$ cat config.mk
export PLATFORM = sky130hd
export DESIGN_NAME = cosine_taylor_series
export DESIGN_NICKNAME = d
export VERILOG_FILES = /design/src/hdl/cts_pkg.sv /design/src/hdl/cosine_taylor_series.sv /design/src/hdl/cts_divider.sv
export SDC_FILE = /design/constraint.sdc
export NUM_CORES = 2
export LEC_CHECK = 0
export BUFFER_PORTS_ARGS = -buffer_cell sky130_fd_sc_hd__buf_2
export CORE_ASPECT_RATIO = 0.75
export CORE_UTILIZATION = 55
export DETAILED_ROUTE_END_ITERATION = 8
export PLACE_DENSITY_LB_ADDON = 0.25
export SLEW_MARGIN = 25
export SYNTH_ARGS = -nofsm -noshare
export SYNTH_HDL_FRONTEND = slang
export SYNTH_SLANG_ARGS = --single-unit
$ cat constraint.sdc
create_clock -name clock -period 40.6 [get_ports clock]
set_input_delay 4.06 -clock clock [delete_from_list [all_inputs] [get_ports clock]]
set_output_delay 4.06 -clock clock [all_outputs]
set_load 0.01 [all_outputs]
$ cat src/hdl/cts_pkg.sv
package cts_pkg;

   localparam int CTS_MAX_TERMS = 20;
   localparam int CTS_FRAC_BITS = 29;

   localparam int ANGLE_W   = 32;
   localparam int TOL_W     = 30;
   localparam int TERMS_W   = 5;
   localparam int TERM_W    = 62;
   localparam int CHUNK_W   = 16;
   localparam int DIV_STEPS = 8;

   localparam logic [TOL_W-1:0]  TOL_RESET = 30'd5368709;
   localparam logic [TERM_W-1:0] TERM_CAP  = 62'h2000_0000_0000_0000;

   typedef enum logic [2:0] {
      ST_IDLE,
      ST_SQUARE,
      ST_SQ_STORE,
      ST_ACCUM,
      ST_MULT,
      ST_DIV_LOAD,
      ST_DIVIDE,
      ST_FINISH
   } state_type;

endpackage

$ cat src/hdl/cosine_taylor_series.sv
// Start is taken again in the strobe cycle; no new angle is accepted while busy.
// Each term costs one accumulate; each term but the last also costs three 62x16 multiply passes and a divide.
// Synchronous active-high reset idles the sequencer and restores the tolerance register.
// The receiver cannot stall: the strobe lasts exactly one cycle.
module cosine_taylor_series import cts_pkg::*; #(
   parameter int MAX_TERMS = CTS_MAX_TERMS,
   parameter int FRAC_BITS = CTS_FRAC_BITS
) (
   input  logic                      clock,
   input  logic                      reset,
   input  logic                      start,
   input  logic signed [ANGLE_W-1:0] req_angle,
   output logic                      busy,
   input  logic                      csr_write_en,
   input  logic [TOL_W-1:0]          csr_write_data,
   output logic                      rsp_strobe,
   output logic signed [ANGLE_W-1:0] rsp_cosine,
   output logic [TERMS_W-1:0]        rsp_terms_used,
   output logic                      rsp_limit_hit
);

   localparam int SQ_W    = 2 * ANGLE_W - 1 - FRAC_BITS;
   localparam int NCH     = (SQ_W + CHUNK_W - 1) / CHUNK_W;
   localparam int B_W     = NCH * CHUNK_W;
   localparam int P_W     = TERM_W + B_W;
   localparam int PP_W    = TERM_W + CHUNK_W;
   localparam int N_W     = $clog2(MAX_TERMS);
   localparam int MCNT_W  = $clog2(NCH + 1);
   localparam int DIV_MAX = (2 * MAX_TERMS - 1) * (2 * MAX_TERMS);
   localparam int D_W     = $clog2(DIV_MAX + 1);
   localparam int ACC_W   = TERM_W + 1;
   localparam int SUM_W   = TERM_W + 2;

   localparam logic signed [SUM_W-1:0] ACC_LIM  = $signed({2'b00, TERM_CAP});
   localparam logic signed [SUM_W-1:0] ACC_NLIM = -ACC_LIM;
   localparam logic signed [ACC_W-1:0] OUT_HI   = 63'sh0000_0000_7fff_ffff;
   localparam logic signed [ACC_W-1:0] OUT_LO   = 63'sh7fff_ffff_8000_0000;

   state_type state_ff, state_in;

   logic [MCNT_W-1:0]       mcnt_ff;
   logic [TOL_W-1:0]        tol_ff;
   logic                    rsp_strobe_ff;
   logic [TERM_W-1:0]       mul_a_ff;
   logic [B_W-1:0]          mul_b_ff;
   logic [P_W-1:0]          prod_ff, prod_in;
   logic [SQ_W-1:0]         sq_ff;
   logic [TERM_W-1:0]       term_ff;
   logic [N_W-1:0]          n_ff;
   logic signed [ACC_W-1:0] acc_ff, acc_in;
   logic signed [ANGLE_W-1:0] rsp_cosine_ff, cos_sat;
   logic [TERMS_W-1:0]      rsp_terms_ff;
   logic                    rsp_limit_ff;

   logic [ANGLE_W-1:0]      mag;
   logic [CHUNK_W-1:0]      chunk;
   logic [PP_W-1:0]         pp;
   logic [P_W-1:0]          shifted;
   logic [TERM_W-1:0]       sat_val;
   logic [N_W:0]            odd_f, used;
   logic [N_W+1:0]          even_f;
   logic [2*N_W+2:0]        dprod;
   logic [D_W-1:0]          divisor;
   logic signed [SUM_W-1:0] acc_ext, term_s, sum;
   logic                    term_small, stop_now;
   logic                    div_last;
   logic [TERM_W-1:0]       div_quotient;

   logic mul_load_sq, mul_load_term, mul_run, sq_store, acc_step;
   logic div_load, term_store, rsp_load;

   assign mag        = req_angle[ANGLE_W-1] ? (~req_angle + 1'b1) : req_angle;
   assign term_small = (term_ff < TERM_W'(tol_ff));
   assign stop_now   = term_small || (n_ff == N_W'(MAX_TERMS - 1));

   assign chunk   = mul_b_ff[B_W-1 -: CHUNK_W];
   assign pp      = mul_a_ff * chunk;
   assign prod_in = (prod_ff << CHUNK_W) + P_W'(pp);
   assign shifted = prod_ff >> FRAC_BITS;
   assign sat_val = (shifted > P_W'(TERM_CAP)) ? TERM_CAP : shifted[TERM_W-1:0];

   assign odd_f   = {n_ff, 1'b1};
   assign even_f  = {({1'b0, n_ff} + 1'b1), 1'b0};
   assign dprod   = odd_f * even_f;
   assign divisor = D_W'(dprod);
   assign used    = {1'b0, n_ff} + 1'b1;

   assign acc_ext = {acc_ff[ACC_W-1], acc_ff};
   assign term_s  = $signed({2'b00, term_ff});
   assign sum     = n_ff[0] ? (acc_ext - term_s) : (acc_ext + term_s);

   always_comb begin
      if (sum > ACC_LIM) begin
         acc_in = ACC_W'(ACC_LIM);
      end else if (sum < ACC_NLIM) begin
         acc_in = ACC_W'(ACC_NLIM);
      end else begin
         acc_in = ACC_W'(sum);
      end
   end

   always_comb begin
      if (acc_ff > OUT_HI) begin
         cos_sat = ANGLE_W'(OUT_HI);
      end else if (acc_ff < OUT_LO) begin
         cos_sat = ANGLE_W'(OUT_LO);
      end else begin
         cos_sat = acc_ff[ANGLE_W-1:0];
      end
   end

   cts_divider #(
      .DIVISOR_W (D_W)
   ) u_divider (
      .clock    (clock),
      .reset    (reset),
      .load     (div_load),
      .dividend (sat_val),
      .divisor  (divisor),
      .last     (div_last),
      .quotient (div_quotient)
   );

   always_comb begin
      state_in = state_ff;
      case (state_ff)
         ST_IDLE:     if (start) state_in = ST_SQUARE;
         ST_SQUARE:   if (mcnt_ff == MCNT_W'(1)) state_in = ST_SQ_STORE;
         ST_SQ_STORE: state_in = ST_ACCUM;
         ST_ACCUM:    state_in = stop_now ? ST_FINISH : ST_MULT;
         ST_MULT:     if (mcnt_ff == MCNT_W'(1)) state_in = ST_DIV_LOAD;
         ST_DIV_LOAD: state_in = ST_DIVIDE;
         ST_DIVIDE:   if (div_last) state_in = ST_ACCUM;
         ST_FINISH:   state_in = ST_IDLE;
         default:     state_in = ST_IDLE;
      endcase
   end

   always_comb begin
      mul_load_sq   = 1'b0;
      mul_load_term = 1'b0;
      mul_run       = 1'b0;
      sq_store      = 1'b0;
      acc_step      = 1'b0;
      div_load      = 1'b0;
      term_store    = 1'b0;
      rsp_load      = 1'b0;
      busy          = 1'b1;
      case (state_ff)
         ST_IDLE: begin
            busy        = 1'b0;
            mul_load_sq = start;
         end
         ST_SQUARE:   mul_run = 1'b1;
         ST_SQ_STORE: sq_store = 1'b1;
         ST_ACCUM: begin
            acc_step      = 1'b1;
            mul_load_term = !stop_now;
         end
         ST_MULT:     mul_run = 1'b1;
         ST_DIV_LOAD: div_load = 1'b1;
         ST_DIVIDE:   term_store = div_last;
         ST_FINISH:   rsp_load = 1'b1;
         default:     busy = 1'b0;
      endcase
   end

   always_ff @(posedge clock) begin
      if (reset) begin
         state_ff      <= ST_IDLE;
         mcnt_ff       <= '0;
         tol_ff        <= TOL_RESET;
         rsp_strobe_ff <= 1'b0;
      end else begin
         state_ff      <= state_in;
         rsp_strobe_ff <= rsp_load;
         if (csr_write_en) begin
            tol_ff <= csr_write_data;
         end
         if (mul_load_sq || mul_load_term) begin
            mcnt_ff <= MCNT_W'(NCH);
         end else if (mul_run) begin
            mcnt_ff <= mcnt_ff - 1'b1;
         end
      end
   end

   always_ff @(posedge clock) begin
      if (mul_load_sq) begin
         mul_a_ff <= TERM_W'(mag);
         mul_b_ff <= B_W'(mag);
         prod_ff  <= '0;
      end else if (mul_load_term) begin
         mul_a_ff <= term_ff;
         mul_b_ff <= B_W'(sq_ff);
         prod_ff  <= '0;
      end else if (mul_run) begin
         mul_b_ff <= mul_b_ff << CHUNK_W;
         prod_ff  <= prod_in;
      end
      if (sq_store) begin
         sq_ff   <= SQ_W'(sat_val);
         term_ff <= TERM_W'(1) << FRAC_BITS;
         n_ff    <= '0;
         acc_ff  <= '0;
      end else begin
         if (acc_step) begin
            acc_ff <= acc_in;
         end
         if (term_store) begin
            term_ff <= div_quotient;
            n_ff    <= n_ff + 1'b1;
         end
      end
      if (rsp_load) begin
         rsp_cosine_ff <= cos_sat;
         rsp_terms_ff  <= TERMS_W'(used);
         rsp_limit_ff  <= !term_small;
      end
   end

   assign rsp_strobe     = rsp_strobe_ff;
   assign rsp_cosine     = rsp_cosine_ff;
   assign rsp_terms_used = rsp_terms_ff;
   assign rsp_limit_hit  = rsp_limit_ff;

endmodule

$ cat src/hdl/cts_divider.sv
module cts_divider import cts_pkg::*; #(
   parameter int DIVISOR_W = 12
) (
   input  logic                 clock,
   input  logic                 reset,
   input  logic                 load,
   input  logic [TERM_W-1:0]    dividend,
   input  logic [DIVISOR_W-1:0] divisor,
   output logic                 last,
   output logic [TERM_W-1:0]    quotient
);

   localparam int DIV_CYC = (TERM_W + DIV_STEPS - 1) / DIV_STEPS;
   localparam int DIV_W   = DIV_CYC * DIV_STEPS;
   localparam int CNT_W   = $clog2(DIV_CYC + 1);

   logic [DIV_W-1:0]     shift_ff, shift_in;
   logic [DIVISOR_W-1:0] rem_ff, rem_in;
   logic [DIVISOR_W-1:0] dvs_ff;
   logic [CNT_W-1:0]     cnt_ff;

   always_comb begin
      logic [DIVISOR_W:0]   trial;
      logic [DIV_W-1:0]     sh;
      logic [DIVISOR_W-1:0] rm;
      sh = shift_ff;
      rm = rem_ff;
      trial = '0;
      for (int i = 0; i < DIV_STEPS; i++) begin
         trial = {rm, sh[DIV_W-1]};
         if (trial >= {1'b0, dvs_ff}) begin
            rm = DIVISOR_W'(trial - {1'b0, dvs_ff});
            sh = {sh[DIV_W-2:0], 1'b1};
         end else begin
            rm = trial[DIVISOR_W-1:0];
            sh = {sh[DIV_W-2:0], 1'b0};
         end
      end
      shift_in = sh;
      rem_in   = rm;
   end

   always_ff @(posedge clock) begin
      if (reset) begin
         cnt_ff <= '0;
      end else if (load) begin
         cnt_ff <= CNT_W'(DIV_CYC);
      end else if (cnt_ff != '0) begin
         cnt_ff <= cnt_ff - 1'b1;
      end
   end

   always_ff @(posedge clock) begin
      if (load) begin
         shift_ff <= DIV_W'(dividend);
         rem_ff   <= '0;
         dvs_ff   <= divisor;
      end else if (cnt_ff != '0) begin
         shift_ff <= shift_in;
         rem_ff   <= rem_in;
      end
   end

   assign last     = (cnt_ff == CNT_W'(1));
   assign quotient = shift_in[TERM_W-1:0];

endmodule

==> Word level (Yosys, flattened, before mapping) <==
Cells that the tools add are included.
{ "totals": {"out_inout_bits": 40, "in_bits": 66, "regBits": 547, "word_cells": 133} }
{ "op_classes": {"bitwise": 1, "n_reduce_logical": 15, "muxes": 48, "add_sub_neg": 16, "multipliers": 2, "n_eq_ne": 14, "order_cmp": 14} }
{ "ops": {"columns": ["operator", "count"], "rows": [
  ["2-to-1 mux 62 bit", 3],
  ["2-to-1 mux 32 bit", 5],
  ["2-to-1 mux 63 bit", 2],
  ["adder 110 x 78 -> 110 bit", 1],
  [">= comparator 12 x 11 -> 1 bit", 8],
  ["2-to-1 mux 11 bit", 8],
  ["subtractor 11 bit", 8],
  ["> comparator 81 x 62 -> 1 bit (second input constant)", 1],
  ["multiplier 62 x 16 -> 78 bit", 1],
  ["2-to-1 mux 34 bit", 2],
  ["adder 63 x 63 -> 64 bit", 1],
  ["> comparator 64 x 63 -> 1 bit (second input constant)", 1],
  ["< comparator 64 x 62 -> 1 bit (second input constant)", 1],
  ["2-to-1 mux 64 bit", 1],
  ["subtractor 63 x 63 -> 64 bit", 1],
  ["> comparator 63 x 32 -> 1 bit (second input constant)", 1],
  ["< comparator 63 x 32 -> 1 bit (second input constant)", 1],
  ["< comparator 62 x 30 -> 1 bit", 1],
  ["adder 32 x 1 -> 32 bit (second input constant)", 1],
  ["NOT 32 bit", 1],
  ["one-hot mux 3 bit (8 select lines)", 1],
  ["2-to-1 mux 1 bit", 17],
  ["equality test 3 bit (second input constant)", 4],
  ["2-to-1 mux 3 bit", 4],
  ["other kinds (21)", 35]
]} }

==> Logic depth before layout (Yosys ltp) <==
{ "logic_depth": {"depth_word": 18, "depth_mapped": 96, "ltp_nobuf": 90} }

==> Modules after synthesis <==
Synthesis repeated with hierarchy kept, for this count alone.
{ "unflattened": {"hier_cells": 7972, "hier_area_um2": 67823.8} }
{ "modules_own_cells": {"columns": ["mod", "cells_per_inst", "area_each_um2", "instances", "seq_area_each_um2"], "rows": [
  ["cosine_taylor_series", 6931, 58372.2, 1, 10530.1],
  ["cts_divider", 1041, 9451.6, 1, 2532.4]
]} }

==> Least setup slack after synthesis <==
OpenSTA, ideal clock, no wires.
{ "synth_path": {"path_type": "register to register", "startpoint": "register u_divider.dvs_ff[2]", "endpoint": "register u_divider.shift_ff[0] (data pin)", "synth_period_minus_slack_ns": 18.552, "arrival_time_ns": 18.293, "n_path_buf": 8, "setup_ns": 0.260, "required_time_ns": 40.340, "slack_ns": 22.048, "stages_incl_launch_ff": 95, "cell_sequence": "edfxtp_1 > inv_1 > ha_1 > a21oi_1 > a21oi_1 > o311a_1 > nor2_1 > clkbuf_1 > mux2_2 > inv_1 > ha_1 > nor2b_1 > o211ai_1 > a31o_2 > a31oi_1 > a211o_1 > buf_2 > nand2_1 > [... 59 more ...] > o21ai_2 > buf_6 > o21ai_1 > ha_1 > nor2b_1 > o21ai_0 > a21boi_0 > o21ai_0 > nand2b_1 > and2_1 > o21ai_0 > nand2b_1 > a21o_1 > a21o_1 > a211oi_1 > nand3_2 > buf_6 > mux2_2"} }
{ "synth_between": {"elab_chain_len": 18, "elab_cells_between_ends": 25, "cone_classes": "add/sub (7); order compare (8); mux (10)"} }
{ "synth_lines": {"columns": ["element", "line", "source"], "rows": [
  ["start, declared", "cts_divider.sv:19", "logic [DIVISOR_W-1:0] dvs_ff;"],
  ["start signal, assigned", "cts_divider.sv:57", "dvs_ff <= divisor;"],
  ["subtractor 11 bit / >= comparator 12 x 11 -> 1 bit (equally long branches)", "cts_divider.sv:32, cts_divider.sv:31", null],
  ["2-to-1 mux 11 bit", "cts_divider.sv:31", "if (trial >= {1'b0, dvs_ff}) begin"],
  ["subtractor 11 bit / >= comparator 12 x 11 -> 1 bit (equally long branches)", "cts_divider.sv:32, cts_divider.sv:31", null],
  ["2-to-1 mux 11 bit", "cts_divider.sv:31", null],
  ["subtractor 11 bit / >= comparator 12 x 11 -> 1 bit (equally long branches)", "cts_divider.sv:32, cts_divider.sv:31", null],
  ["2-to-1 mux 11 bit", "cts_divider.sv:31", null],
  ["subtractor 11 bit / >= comparator 12 x 11 -> 1 bit (equally long branches)", "cts_divider.sv:32, cts_divider.sv:31", null],
  ["2-to-1 mux 11 bit", "cts_divider.sv:31", null],
  ["[... 2 more ...]", null, null],
  ["subtractor 11 bit / >= comparator 12 x 11 -> 1 bit (equally long branches)", "cts_divider.sv:32, cts_divider.sv:31", null],
  ["2-to-1 mux 11 bit", "cts_divider.sv:31", null],
  ["subtractor 11 bit / >= comparator 12 x 11 -> 1 bit (equally long branches)", "cts_divider.sv:32, cts_divider.sv:31", null],
  ["2-to-1 mux 11 bit", "cts_divider.sv:31", null],
  [">= comparator 12 x 11 -> 1 bit *", "cts_divider.sv:31", null],
  ["2-to-1 mux 1 bit *", "cts_divider.sv:31", null],
  ["2-to-1 mux 62 bit *", "cts_divider.sv:58", "end else if (cnt_ff != '0) begin"],
  ["2-to-1 mux 62 bit *", "cts_divider.sv:54", "if (load) begin"],
  ["end signal, assigned", "cts_divider.sv:55", "shift_ff <= DIV_W'(dividend);"],
  ["end signal, assigned", "cts_divider.sv:59", "shift_ff <= shift_in;"],
  ["end, declared", "cts_divider.sv:17", "logic [DIV_W-1:0] shift_ff, shift_in;"]
]} }
Mark *: on every way between the ends. The rest lies on a longest branch, timed or not. The select of a mux whose other input is x is not followed.
A chain may end at the register's enable or synchronous reset.

==> Final worst setup path <==
Ends and elaborated chain as after synthesis.

==> impl_metrics.json <==
{
  "worst_slew_pin_slew_ns": 1.17,
  "htreeDepth": 2,
  "fin_nets": 8735,
  "routed_wirelength_um": 210000,
  "regArea_um2": 13100,
  "async_flop_share_pct": 0,
  "num_io_pins": 106,
  "period_share_pct": 58.2,
  "die_area_um2": 120000,
  "crit_arrival_ns": 24.00,
  "synth_cell_type_count": 89,
  "min_path_type": "reg -> reg",
  "cts_made_buffers": 56,
  "avgViaCountPerCell": 6.03,
  "netlist_instances": 7547,
  "synthFlopType": "dfxtp_1",
  "portBuffers": 105,
  "synth_edf_count": 208,
  "status": "finished, violations left",
  "grt_use_total_pct": 35.4,
  "max_cap_viol_count": 0,
  "cp-end-kind": "flop",
  "synth_top_cell_by_area": "fa_1",
  "grt_start_max_net_pins": 82,
  "cts_tree": "yes",
  "drv_slew": 0,
  "yosysSeqAreaShare_pct": 20.0,
  "die_w_um": 399,
  "dpl.cell_count": 8863,
  "yosys_warnings": 0,
  "finClkSkew_ns": 0.0387,
  "critical_path_required_ns": 40.99,
  "rsz0062_at_grt": "false",
  "vias": 54100,
  "crit_path_top_delay_cell": "a21boi_0",
  "critical_path_class": "reg -> reg",
  "antenna_found_initial": 7,
  "antenna_left": 0,
  "multi_input_area_um2": 46500,
  "cts_hold_buf": 0,
  "grt_overflow": 0,
  "stdcell_count": 8973,
  "min_path_cells": 2,
  "cts_setup_buffers": 0,
  "yosys-top-cells-count": "nand2_1 (1357), inv_1 (1080), fa_1 (924), a21oi_1 (436), nor2_1 (415)",
  "wl_per_cell_um": 23.4,
  "dp_hpwl_um": 159000,
  "cts_root_buffer": "clkbuf_16",
  "yosysMostFrequentCell": "nand2_1",
  "detail_route.first_pass.iterations": 9,
  "synth_top_area_share_pct": 28.4,
  "grt_pass1_wl_um": 323000,
  "synthTopCellsByArea": "fa_1 (28%), dfxtp_1 (10%), edfxtp_1 (9.6%)",
  "netlist_area_um2": 65100,
  "initial_core_util_pct": 55.9,
  "cpMostUsedCell": "o21ai_0",
  "crit_fanout": 14,
  "drcViolationCount": 3,
  "critPathMaxStageDelay_ns": 0.82,
  "period_minus_slack_ns": 23.61,
  "relSlewSlack_pct": 21.5,
  "die_h_um": 300,
  "setup_violations": 0,
  "clk_latency_ns": 0.66,
  "clk_pin_slew_ns": 0.07,
  "cts_sinks": 547,
  "fill_cells": 10300,
  "syn_to_final_growth_pct": 5.27,
  "setup_tns_ns": 0,
  "gp_congestion": 1.03,
  "r2r.worst_path.cells": 86,
  "fmax_mhz": 42.4,
  "max-clock-path-buffers": 3,
  "avgSynthCellArea_um2": 8.62,
  "synth_fp_nets": 8901,
  "first_global_vias": 52700,
  "rows": 108,
  "hold_viol": 0,
  "ys_seq_elements": 547,
  "core_um2": 116000,
  "crit_path_start_kind": "flop",
  "drive_gt1_share_pct": 5.61,
  "drtIter0Drc": 6322,
  "violations": "DRC",
  "post_cts_resized": 0
}
[sequential cells by signal (all words and copies together) (netlist names)]
signal	cells
prod_ff	110
u_divider.shift_ff	64
acc_ff	63
mul_a_ff	62
term_ff	62
mul_b_ff	48
sq_ff	34
rsp_cosine	32
tol_ff	30
u_divider.rem_ff	11
u_divider.dvs_ff	10
n_ff	5
rsp_terms_used	5
u_divider.cnt_ff	4
state_ff	3
mcnt_ff	2
rsp_limit_hit	1
rsp_strobe	1
[path summary, 6_finish.rpt]
check	from	slack, ns	endpoint
worst max register to register	u_divider.dvs_ff[2]$_DFFE_PP_	16.99	u_divider.shift_ff[0]$_DFFE_PP_
worst max-delay path	u_divider.dvs_ff[2]$_DFFE_PP_	16.99	u_divider.shift_ff[0]$_DFFE_PP_
worst min register to register	prod_ff[0]$_SDFFE_PP0P_	0.46	prod_ff[0]$_SDFFE_PP0P_
worst min-delay path	prod_ff[0]$_SDFFE_PP0P_	0.46	prod_ff[0]$_SDFFE_PP0P_
[critical path: cells and delay by family, from the launching register on]
family / cells / cell delay (ns)
AOI/OAI and AO/OA: 48 / 12.45
adders and majority gates: 8 / 2.64
muxes: 4 / 1.70
buffers and inverters: 6 / 1.18
DFF: 1 / 0.35
and+or+nand+nor: 20 / 5.00
[final cells by class]
class                   count  share of cell area (%)
multi-input cells        5510                    67.8
flip-flops and latches    547                    19.1
inverters                1081                    5.93
well taps                1540                    2.81
clock buffers              79                    2.24
repair buffers            185                    1.64
clock inverters            26                   0.444
diodes                      5                  0.0183
[layer usage]
layer / vias to the layer above / track usage [%] / routed length, um
met2: 2947 / 49.2 / 84400
met3: 392 / 9.76 / 27100
met1: 26900 / 54.2 / 92500
met5: - / 0 / 72
li1: 23900 / - / -
met4: 4 / 8.55 / 5820
[logic make-up (layout without fill, tap and decap cells)]
group / count (synthesis) / in the layout / synth area share, %
xor+xnor: 302 / 302 / 4.06
fa+ha+maj: 1288 / 1288 / 35.4
mux: 155 / 155 / 2.58
simple gates: 2585 / 2585 / 17.9
flops: 547 / 547 / 20.0
other cells: 0 / 5 / 0
buf+inv: 1490 / 1371 / 8.64
compound gates: 1180 / 1180 / 11.4
[placed cells by master, fill, tap and decap left out, types with 69 or more instances in the layout]
master    count
mux2_2       69
xor2_1      121
buf_4        80
ha_1        364
fa_1        924
a21o_1      177
dfxtp_1     322
nor2_1      414
nand4_1      85
xnor2_1     181
nand2_1    1356
a21oi_1     436
mux2i_1      77
inv_1      1079
buf_2       105
nand3_1      89
o21ai_0     181
and2_1      313
edfxtp_1    208
[stage by stage]
stage	hold WS [ns]	util [%]	worst slack (ns)	area (um^2)
after global routing	0.481	58.8	15.35	68500
after CTS	0.460	58.8	17.33	68500
after detailed placement	0.451	57.2	17.47	66700
after floorplan	0.418	-	22.05	65100
after global placement	0.440	57.2	17.30	66700
final	0.457	58.8	16.99	68500
Power is not shown: default switching activity piles up to over one toggle a cycle in this logic, so the estimate is an artifact.
